--- src/design/kts_pkg.sv ---
// Shared types and constants for the Kahn topological sort engine.
package kts_pkg;

    // Fixed field widths of the transfer payloads and the edge record
    localparam int NODE_W  = 7;
    localparam int FIELD_W = 6;
    localparam int EDGE_W  = 2 * FIELD_W;

    // Item kinds
    localparam logic KIND_EDGE = 1'b0;
    localparam logic KIND_RUN  = 1'b1;

    // Register index carried by paddr[2]
    localparam logic REG_NODE_COUNT = 1'b0;

    typedef struct packed {
        logic              kind;
        logic [NODE_W-1:0] from_node;
        logic [NODE_W-1:0] to_node;
    } t_in_item;

    typedef struct packed {
        logic [NODE_W-1:0] node;
        logic              last;
        logic              complete;
        logic              dropped;
    } t_out_item;

    typedef enum logic [3:0] {
        S_IDLE,
        S_CLR,
        S_CNT,
        S_CNT_E,
        S_CNT_W,
        S_SEED,
        S_SEED_D,
        S_POP,
        S_POP_D,
        S_EMIT,
        S_SCAN,
        S_SCAN_E,
        S_SCAN_D,
        S_FIN
    } t_state;

endpackage

--- src/design/kts_ram.sv ---
// Generic simple dual-port RAM with one write port and a registered read port.
module kts_ram #(
    parameter int WIDTH = 8,
    parameter int DEPTH = 16
) (
    input  logic                                    i_clk,
    input  logic                                    i_we,
    input  logic [((DEPTH > 1) ? $clog2(DEPTH) : 1)-1:0] i_waddr,
    input  logic [WIDTH-1:0]                        i_wdata,
    input  logic [((DEPTH > 1) ? $clog2(DEPTH) : 1)-1:0] i_raddr,
    output logic [WIDTH-1:0]                        o_rdata
);

    logic [WIDTH-1:0] r_mem [DEPTH];
    logic [WIDTH-1:0] r_rdata;

    // Write port and registered read
    always_ff @(posedge i_clk) begin
        if (i_we) begin
            r_mem[i_waddr] <= i_wdata;
        end
        r_rdata <= r_mem[i_raddr];
    end

    assign o_rdata = r_rdata;

endmodule

--- src/design/kahn_topological_sort_top.sv ---
// Kahn topological sort engine: edge loading, sort sequencer and APB register.
//
// Edge items are taken one per cycle while the sequencer is idle and appended to the edge
// store; an edge with an endpoint of 0 or above node_count, or one that arrives with the store
// full, is dropped and sets the dropped flag. A run item holds o_in_ready low for the whole
// sort. The run clears the in-degree RAM for the nodes in use, recounts in-degrees from the
// stored edges, seeds the ready queue in ascending node order, then for each emitted node
// pops it from the queue and walks every stored edge through the single read port of the
// edge store to scan its out-edges. One result is given per emitted node; the final one
// carries last, and complete when every node in use was emitted, and a run that emits
// nothing gives a single result with node 0. A result waits in an output register while the
// sequencer moves on, so the next edge item is taken while the final result is still held.
// No clearing pass follows reset: in-degrees are rebuilt at the start of every run. Register
// node_count sits at byte address 0; writes of 0 give 1 and values above MAX_NODES saturate.
module kahn_topological_sort_top
    import kts_pkg::*;
#(
    parameter int MAX_NODES = 64,
    parameter int MAX_EDGES = 256
) (
    input  logic        i_clk,
    input  logic        i_rst_n,
    input  logic        i_in_valid,
    output logic        o_in_ready,
    input  t_in_item    i_in_item,
    output logic        o_out_valid,
    input  logic        i_out_ready,
    output t_out_item   o_out_item,
    input  logic        psel,
    input  logic        penable,
    input  logic        pwrite,
    input  logic [2:0]  paddr,
    input  logic [31:0] pwdata,
    output logic [31:0] prdata,
    output logic        pready
);

    localparam int NA_W  = $clog2(MAX_NODES);
    localparam int NC_W  = $clog2(MAX_NODES + 1);
    localparam int EA_W  = (MAX_EDGES > 1) ? $clog2(MAX_EDGES) : 1;
    localparam int ET_W  = $clog2(MAX_EDGES + 1);
    localparam int DEG_W = $clog2(MAX_EDGES + 1);

    // Control registers
    t_state              r_state, n_state;
    logic [NODE_W-1:0]   r_node_count;
    logic [ET_W-1:0]     r_edge_total, n_edge_total;
    logic                r_drop, n_drop;
    logic [ET_W-1:0]     r_e, n_e;
    logic [NC_W-1:0]     r_i, n_i;
    logic [NC_W-1:0]     r_head, n_head;
    logic [NC_W-1:0]     r_tail, n_tail;
    logic [NC_W-1:0]     r_count, n_count;
    logic                r_pend_v, n_pend_v;
    logic                r_out_valid, n_out_valid;

    // Payload registers
    logic [NA_W-1:0]     r_x, n_x;
    logic [NA_W-1:0]     r_t, n_t;
    logic [NA_W-1:0]     r_pend, n_pend;
    t_out_item           r_out_item, n_out_item;

    // Memory ports
    logic                edge_we;
    logic [EA_W-1:0]     edge_waddr, edge_raddr;
    logic [EDGE_W-1:0]   edge_wdata, edge_rdata;
    logic                deg_we;
    logic [NA_W-1:0]     deg_waddr, deg_raddr;
    logic [DEG_W-1:0]    deg_wdata, deg_rdata;
    logic                q_we;
    logic [NA_W-1:0]     q_waddr, q_raddr;
    logic [NA_W-1:0]     q_wdata, q_rdata;

    logic                in_xfer;
    logic                cfg_write;
    logic                out_free;
    logic [FIELD_W-1:0]  edge_f, edge_t;
    logic                edge_in_range;
    logic                edge_bad;
    logic [NODE_W-1:0]   cfg_value;
    logic [NODE_W-1:0]   n_last_idx;

    kts_ram #(.WIDTH(EDGE_W), .DEPTH(MAX_EDGES)) u_edge_ram (
        .i_clk   (i_clk),
        .i_we    (edge_we),
        .i_waddr (edge_waddr),
        .i_wdata (edge_wdata),
        .i_raddr (edge_raddr),
        .o_rdata (edge_rdata)
    );

    kts_ram #(.WIDTH(DEG_W), .DEPTH(MAX_NODES)) u_deg_ram (
        .i_clk   (i_clk),
        .i_we    (deg_we),
        .i_waddr (deg_waddr),
        .i_wdata (deg_wdata),
        .i_raddr (deg_raddr),
        .o_rdata (deg_rdata)
    );

    kts_ram #(.WIDTH(NA_W), .DEPTH(MAX_NODES)) u_queue_ram (
        .i_clk   (i_clk),
        .i_we    (q_we),
        .i_waddr (q_waddr),
        .i_wdata (q_wdata),
        .i_raddr (q_raddr),
        .o_rdata (q_rdata)
    );

    // Handshakes and decoded edge record
    assign in_xfer       = i_in_valid && o_in_ready;
    assign o_in_ready    = (r_state == S_IDLE);
    assign o_out_valid   = r_out_valid;
    assign o_out_item    = r_out_item;
    assign out_free      = !r_out_valid || i_out_ready;
    assign edge_f        = edge_rdata[EDGE_W-1:FIELD_W];
    assign edge_t        = edge_rdata[FIELD_W-1:0];
    assign edge_in_range = ({1'b0, edge_t} < r_node_count);
    assign n_last_idx    = r_node_count - NODE_W'(1);

    // Reject edges out of range or past capacity
    assign edge_bad = (i_in_item.from_node == '0) || (i_in_item.from_node > r_node_count) ||
                      (i_in_item.to_node == '0)   || (i_in_item.to_node > r_node_count) ||
                      (r_edge_total == ET_W'(MAX_EDGES));

    // Configuration port
    assign pready    = 1'b1;
    assign cfg_write = psel && penable && pwrite && (paddr[2] == REG_NODE_COUNT);
    assign prdata    = (paddr[2] == REG_NODE_COUNT) ? {{(32-NODE_W){1'b0}}, r_node_count} : '0;

    always_comb begin
        if (pwdata[NODE_W-1:0] == '0) begin
            cfg_value = NODE_W'(1);
        end else if (pwdata[NODE_W-1:0] > NODE_W'(MAX_NODES)) begin
            cfg_value = NODE_W'(MAX_NODES);
        end else begin
            cfg_value = pwdata[NODE_W-1:0];
        end
    end

    // Sequencer: next state, counters, memory controls and result register
    always_comb begin
        n_state      = r_state;
        n_edge_total = r_edge_total;
        n_drop       = r_drop;
        n_e          = r_e;
        n_i          = r_i;
        n_head       = r_head;
        n_tail       = r_tail;
        n_count      = r_count;
        n_pend_v     = r_pend_v;
        n_x          = r_x;
        n_t          = r_t;
        n_pend       = r_pend;
        n_out_item   = r_out_item;
        n_out_valid  = r_out_valid && !i_out_ready;

        edge_we    = 1'b0;
        edge_waddr = r_edge_total[EA_W-1:0];
        edge_wdata = {FIELD_W'(i_in_item.from_node - NODE_W'(1)),
                      FIELD_W'(i_in_item.to_node - NODE_W'(1))};
        edge_raddr = r_e[EA_W-1:0];
        deg_we     = 1'b0;
        deg_waddr  = r_t;
        deg_wdata  = '0;
        deg_raddr  = edge_t[NA_W-1:0];
        q_we       = 1'b0;
        q_waddr    = r_tail[NA_W-1:0];
        q_wdata    = r_t;
        q_raddr    = r_head[NA_W-1:0];

        case (r_state)
            S_IDLE: begin
                if (in_xfer) begin
                    if (i_in_item.kind == KIND_RUN) begin
                        n_i      = '0;
                        n_head   = '0;
                        n_tail   = '0;
                        n_count  = '0;
                        n_pend_v = 1'b0;
                        n_state  = S_CLR;
                    end else if (edge_bad) begin
                        n_drop = 1'b1;
                    end else begin
                        edge_we      = 1'b1;
                        n_edge_total = r_edge_total + ET_W'(1);
                    end
                end
            end
            // Zero the in-degree of every node in use
            S_CLR: begin
                deg_we    = 1'b1;
                deg_waddr = r_i[NA_W-1:0];
                deg_wdata = '0;
                n_i       = r_i + NC_W'(1);
                if (NODE_W'(r_i) == n_last_idx) begin
                    n_e     = '0;
                    n_state = S_CNT;
                end
            end
            // Recount in-degrees over stored edges inside the node range
            S_CNT: begin
                if (r_e == r_edge_total) begin
                    n_i     = '0;
                    n_state = S_SEED;
                end else begin
                    n_state = S_CNT_E;
                end
            end
            S_CNT_E: begin
                if (({1'b0, edge_f} < r_node_count) && edge_in_range) begin
                    n_t     = edge_t[NA_W-1:0];
                    n_state = S_CNT_W;
                end else begin
                    n_e     = r_e + ET_W'(1);
                    n_state = S_CNT;
                end
            end
            S_CNT_W: begin
                deg_we    = 1'b1;
                deg_wdata = deg_rdata + DEG_W'(1);
                n_e       = r_e + ET_W'(1);
                n_state   = S_CNT;
            end
            // Queue zero in-degree nodes in ascending order
            S_SEED: begin
                deg_raddr = r_i[NA_W-1:0];
                n_state   = S_SEED_D;
            end
            S_SEED_D: begin
                if (deg_rdata == '0) begin
                    q_we    = 1'b1;
                    q_wdata = r_i[NA_W-1:0];
                    n_tail  = r_tail + NC_W'(1);
                end
                n_i = r_i + NC_W'(1);
                if (NODE_W'(r_i) == n_last_idx) begin
                    n_state = S_POP;
                end else begin
                    n_state = S_SEED;
                end
            end
            // Pop the next ready node
            S_POP: begin
                if (r_head == r_tail) begin
                    n_state = S_FIN;
                end else begin
                    n_head  = r_head + NC_W'(1);
                    n_state = S_POP_D;
                end
            end
            S_POP_D: begin
                n_x     = q_rdata;
                n_state = S_EMIT;
            end
            // Release the held result and hold the popped node until its successor is known
            S_EMIT: begin
                if (out_free) begin
                    if (r_pend_v) begin
                        n_out_valid = 1'b1;
                        n_out_item  = '{node: NODE_W'(r_pend) + NODE_W'(1), last: 1'b0,
                                        complete: 1'b0, dropped: r_drop};
                    end
                    n_pend   = r_x;
                    n_pend_v = 1'b1;
                    n_count  = r_count + NC_W'(1);
                    n_e      = '0;
                    n_state  = S_SCAN;
                end
            end
            // Walk the out-edges of the popped node in load order
            S_SCAN: begin
                if (r_e == r_edge_total) begin
                    n_state = S_POP;
                end else begin
                    n_state = S_SCAN_E;
                end
            end
            S_SCAN_E: begin
                if ((edge_f == FIELD_W'(r_x)) && edge_in_range) begin
                    n_t     = edge_t[NA_W-1:0];
                    n_state = S_SCAN_D;
                end else begin
                    n_e     = r_e + ET_W'(1);
                    n_state = S_SCAN;
                end
            end
            S_SCAN_D: begin
                if (deg_rdata != '0) begin
                    deg_we    = 1'b1;
                    deg_wdata = deg_rdata - DEG_W'(1);
                    if (deg_rdata == DEG_W'(1)) begin
                        q_we   = 1'b1;
                        n_tail = r_tail + NC_W'(1);
                    end
                end
                n_e     = r_e + ET_W'(1);
                n_state = S_SCAN;
            end
            // Give the final result and drop the stored graph
            S_FIN: begin
                if (out_free) begin
                    n_out_valid = 1'b1;
                    if (r_pend_v) begin
                        n_out_item = '{node: NODE_W'(r_pend) + NODE_W'(1), last: 1'b1,
                                       complete: (NODE_W'(r_count) == r_node_count),
                                       dropped: r_drop};
                    end else begin
                        n_out_item = '{node: '0, last: 1'b1, complete: 1'b0,
                                       dropped: r_drop};
                    end
                    n_edge_total = '0;
                    n_drop       = 1'b0;
                    n_pend_v     = 1'b0;
                    n_count      = '0;
                    n_state      = S_IDLE;
                end
            end
            default: begin
                n_state = S_IDLE;
            end
        endcase
    end

    // State register
    always_ff @(posedge i_clk) begin
        if (!i_rst_n) begin
            r_state <= S_IDLE;
        end else begin
            r_state <= n_state;
        end
    end

    // Control registers
    always_ff @(posedge i_clk) begin
        if (!i_rst_n) begin
            r_node_count <= NODE_W'(MAX_NODES);
            r_edge_total <= '0;
            r_drop       <= 1'b0;
            r_e          <= '0;
            r_i          <= '0;
            r_head       <= '0;
            r_tail       <= '0;
            r_count      <= '0;
            r_pend_v     <= 1'b0;
            r_out_valid  <= 1'b0;
        end else begin
            if (cfg_write) begin
                r_node_count <= cfg_value;
            end
            r_edge_total <= n_edge_total;
            r_drop       <= n_drop;
            r_e          <= n_e;
            r_i          <= n_i;
            r_head       <= n_head;
            r_tail       <= n_tail;
            r_count      <= n_count;
            r_pend_v     <= n_pend_v;
            r_out_valid  <= n_out_valid;
        end
    end

    // Payload registers
    always_ff @(posedge i_clk) begin
        r_x        <= n_x;
        r_t        <= n_t;
        r_pend     <= n_pend;
        r_out_item <= n_out_item;
    end

endmodule

--- config.mk ---
export PLATFORM = sky130hd
export DESIGN_NAME = kahn_topological_sort_top
export DESIGN_NICKNAME = d
export VERILOG_FILES = /design/src/design/kts_pkg.sv /design/src/design/kts_ram.sv /design/src/design/kahn_topological_sort_top.sv
export SDC_FILE = /design/constraint.sdc
export NUM_CORES = 2
export LEC_CHECK = 0
export ABC_AREA = 1
export ABC_CLOCK_PERIOD_IN_PS = 19800
export BUFFER_PORTS_ARGS = -buffer_cell sky130_fd_sc_hd__buf_2
export CORE_ASPECT_RATIO = 0.8
export CORE_MARGIN = 1.5
export CORE_UTILIZATION = 57
export CTS_BUF_LIST = sky130_fd_sc_hd__clkbuf_16
export CTS_CLUSTER_SIZE = 25
export DETAILED_ROUTE_END_ITERATION = 6
export PLACE_DENSITY = 0.73
export SLEW_MARGIN = 20
export SYNTH_ARGS = -nofsm -noshare
export SYNTH_HDL_FRONTEND = slang
export SYNTH_HIERARCHICAL = 1
export SYNTH_SLANG_ARGS = --single-unit
--- constraint.sdc ---
create_clock -name i_clk -period 19.8 [get_ports i_clk]
set_input_delay 0 -clock i_clk [delete_from_list [all_inputs] [get_ports i_clk]]
set_output_delay 0 -clock i_clk [all_outputs]
set_load 0.01 [all_outputs]
==> impl_metrics.yaml <==
synthesis:
  synthTopCellsByArea: "edfxtp_1 71%, nand3_1 11%, nand2_1 10%"
  synthFlopType: "edfxtp_1"
  synth_common_cells: "4636 x nand2_1, 4060 x edfxtp_1, 3903 x nand3_1"
  ys_seq_area_share_pct: 72.2
  syn_avg_cell_area_um2: 11.7
  netlist.area_leader.share_pct: 71.2
  yosysMostFrequentCell: "nand2_1"
  synthCells: 14700
  yosysWarnings: 6
  synth-edff-count: 4060
  synth_cell_types: 50
  yosysTopAreaCell: "edfxtp_1"
  synth_seq_cells: 4147
  async_reset_ff_share_pct: 0
  syn-cell-area_um2: 171000
finish:
  area_growth_pct: 9.05
  final_util_pct: 62.6
  layout.nets: 14600
  final_area_um2: 187000
  drive_gt1_share_pct: 7.40
clocking:
  cts.sinks: 4147
  cts_buffers: 394
  cts_root_buf: "clkbuf_16"
  postCtsResizedCells: 0
  cts.clk_slew.worst_paths_ns: 0.06
  h-tree-depth: 5
  clock_path_buffers: 4
  ctsHoldBuffers: 39
  post_cts_buffers: 0
  cts_tree: "done"
  clk-insertion-delay-late_ns: 0.91
global_routing:
  antenna_found_initial: 12
  first_global_vias: 104000
  grt.total_usage_pct: 28.0
  overflow: 0
  grt_max_degree: 203
  grt_pass1_wl_um: 645000
floorplanning:
  ios: 102
  initial_utilization_pct: 57.4
  die-area_um2: 304000
  die_x_um: 616
  core_um2: 298000
  rows: 179
  fp.dieH_um: 493
sta:
  fmax_mhz: 153
  hold_viol: 2
  fin_crit_sh_pct: 33.0
  fin_worst_skew_ns: 0.0408
  setup_tns_ns: 0
  tightestPinTransition_ns: 1.39
  fin_crit_ns: 6.54
  fin_ws_ns: 13.26
  hold_slack_ns: -0.0108
  final_max_slew_viol_count: 0
  setup_viol: 0
  rsz0062_at_grt: "false"
  max_slew_margin_pct: 6.84
routing:
  antenna_left: 0
  firstDrtPassIters: 7
  routed_via_density: 6.05
  wirelength_um: 435000
  via_count: 114000
  drc_errors: 44
  drt_iter0_drc: 17100
  wl_per_cell_um: 23.2
power:
  leakagePower_nw: 65.5
  pwr_density_cell_nw_per_um2: 127
  max-vdd-ir-drop_uv: 120
worst_hold_path:
  hold_end: "u_edge_ram/r_mem[147][8]"
  min-delay-start: "i_in_item[9]"
  min_path_type: "primary input to register"
  hold_depth: 3
place:
  placed_cell_area_um2: 174000
  dpl_worst_slack_ns: 13.53
  gp_congestion: 0.892
  hpwlAfterDp_um: 234000
  portBuffers: 48
outcome:
  status: "finished with violations"
  failed_checks: "design-rule violations, negative hold slack"
job:
  maxCapViolCount: 0
setup_path:
  reg2reg_slack_ns: 13.26
  cp_data_arrival_time_ns: 7.35
  startpoint: "r_e[0]"
  r2r_end: "u_edge_ram/o_rdata[3]"
  path_class: "register to register"
  reg2reg_depth: 15
  required_ns: 20.61
  setup.worst_path.end_class: "register"
  path_max_fanout: 71
  timing.rr.start: "r_e[0]"
  cp-start-kind: "register"
[layout by cell type (no fill, tap or decap), types with 26 or more instances in the layout]
cell type	instances
a21oi_1	63
buf_2	48
buf_4	244
bufinv_16	28
clkbuf_16	403
clkinv_1	95
clkinv_2	66
conb_1	26
dfxtp_1	78
dlygate4sd3_1	39
edfxtp_1	4060
ha_1	39
inv_1	243
nand2_1	4619
nand3_1	3903
nand4_1	29
nor2_1	379
nor2_2	147
nor3_1	31
o21ai_0	27
xor2_1	28
[report_power, final]
part           total (mW)  internal [mW]  switching, mW
logic                6.64           1.70           4.94
registers            9.85           9.75          0.105
clock network        7.21           4.04           3.17
total                23.7           15.5           8.22
[how the worst max path moves through the flow]
stage / slack, ns / to
3_5_place_dp: 13.53 / u_edge_ram/o_rdata[5]
6_report: 13.26 / u_edge_ram/o_rdata[3]
5_1_grt: 13.12 / u_edge_ram/o_rdata[3]
3_3_place_gp: 13.54 / u_edge_ram/o_rdata[5]
4_1_cts: 13.52 / u_edge_ram/o_rdata[5]
2_1_floorplan: 7.47 / u_edge_ram/r_mem[0][4]
[kinds of logic after synthesis]
group / share of synthesized area (%)
AND/OR/NAND/NOR: 23.1
XOR/XNOR: 0.266
flip-flops: 72.2
AO/OA/AOI/OAI: 0.426
other: 0.00439
adder cells (fa/ha/maj): 0.285
buffers and inverters: 3.68
[flip-flops by register name, indices dropped and copies added, names as in the netlist]
register and cells:
u_queue_ram/r_mem 384, r_head 7, r_pend_v 1, u_queue_ram/o_rdata 6, r_pend 6, r_state 4, r_drop 1, r_i 7
r_e 9, r_x 6, r_edge_total 9, r_tail 7, r_node_count 7, o_out_valid 1, u_deg_ram/r_mem 576, u_edge_ram/r_mem 3072
u_deg_ram/o_rdata 9, o_out_item 10, r_t 6, r_count 7, u_edge_ram/o_rdata 12
[layer usage]
layer  GRT usage [%]  up-vias  wire length, um
li1                -    51400                -
met1            41.0    54600           173000
met2            41.4     6683           194000
met3            6.14      983            52900
met4            10.3       10            16000
met5           0.389        -              172
[critical path, cell delays in order (launching register included)]
cell	delay [ns]
dfxtp_4	0.93
buf_4	0.62
buf_4	0.73
buf_4	0.62
buf_4	0.72
buf_4	0.64
nand2_1	0.10
nand3_1	0.11
nand3_1	0.20
nand3_1	0.27
nand3_1	0.19
nand3_1	0.32
nand3_1	0.20
nand2_1	0.25
nand2_1	0.09
nand2_1	0.17
[cell type report]
cell class / count / area, um2
sequential: 4147 / 124000
fill: 21800 / 111000
multi-input combinational: 9416 / 42100
clock buffer: 403 / 10100
tap: 3982 / 4980
timing repair buffer: 353 / 2890
clock inverter: 308 / 2160
inverter: 186 / 786
antenna: 5 / 12.5
[through the flow]
stage          power (mW)  cells
6_report             23.7  18800
5_1_grt              24.6  18800
4_1_cts              23.6  18800
3_5_place_dp         16.5  18000
3_3_place_gp         16.4  18000
2_1_floorplan        14.6  14700
(Power assumes the default switching activity.)
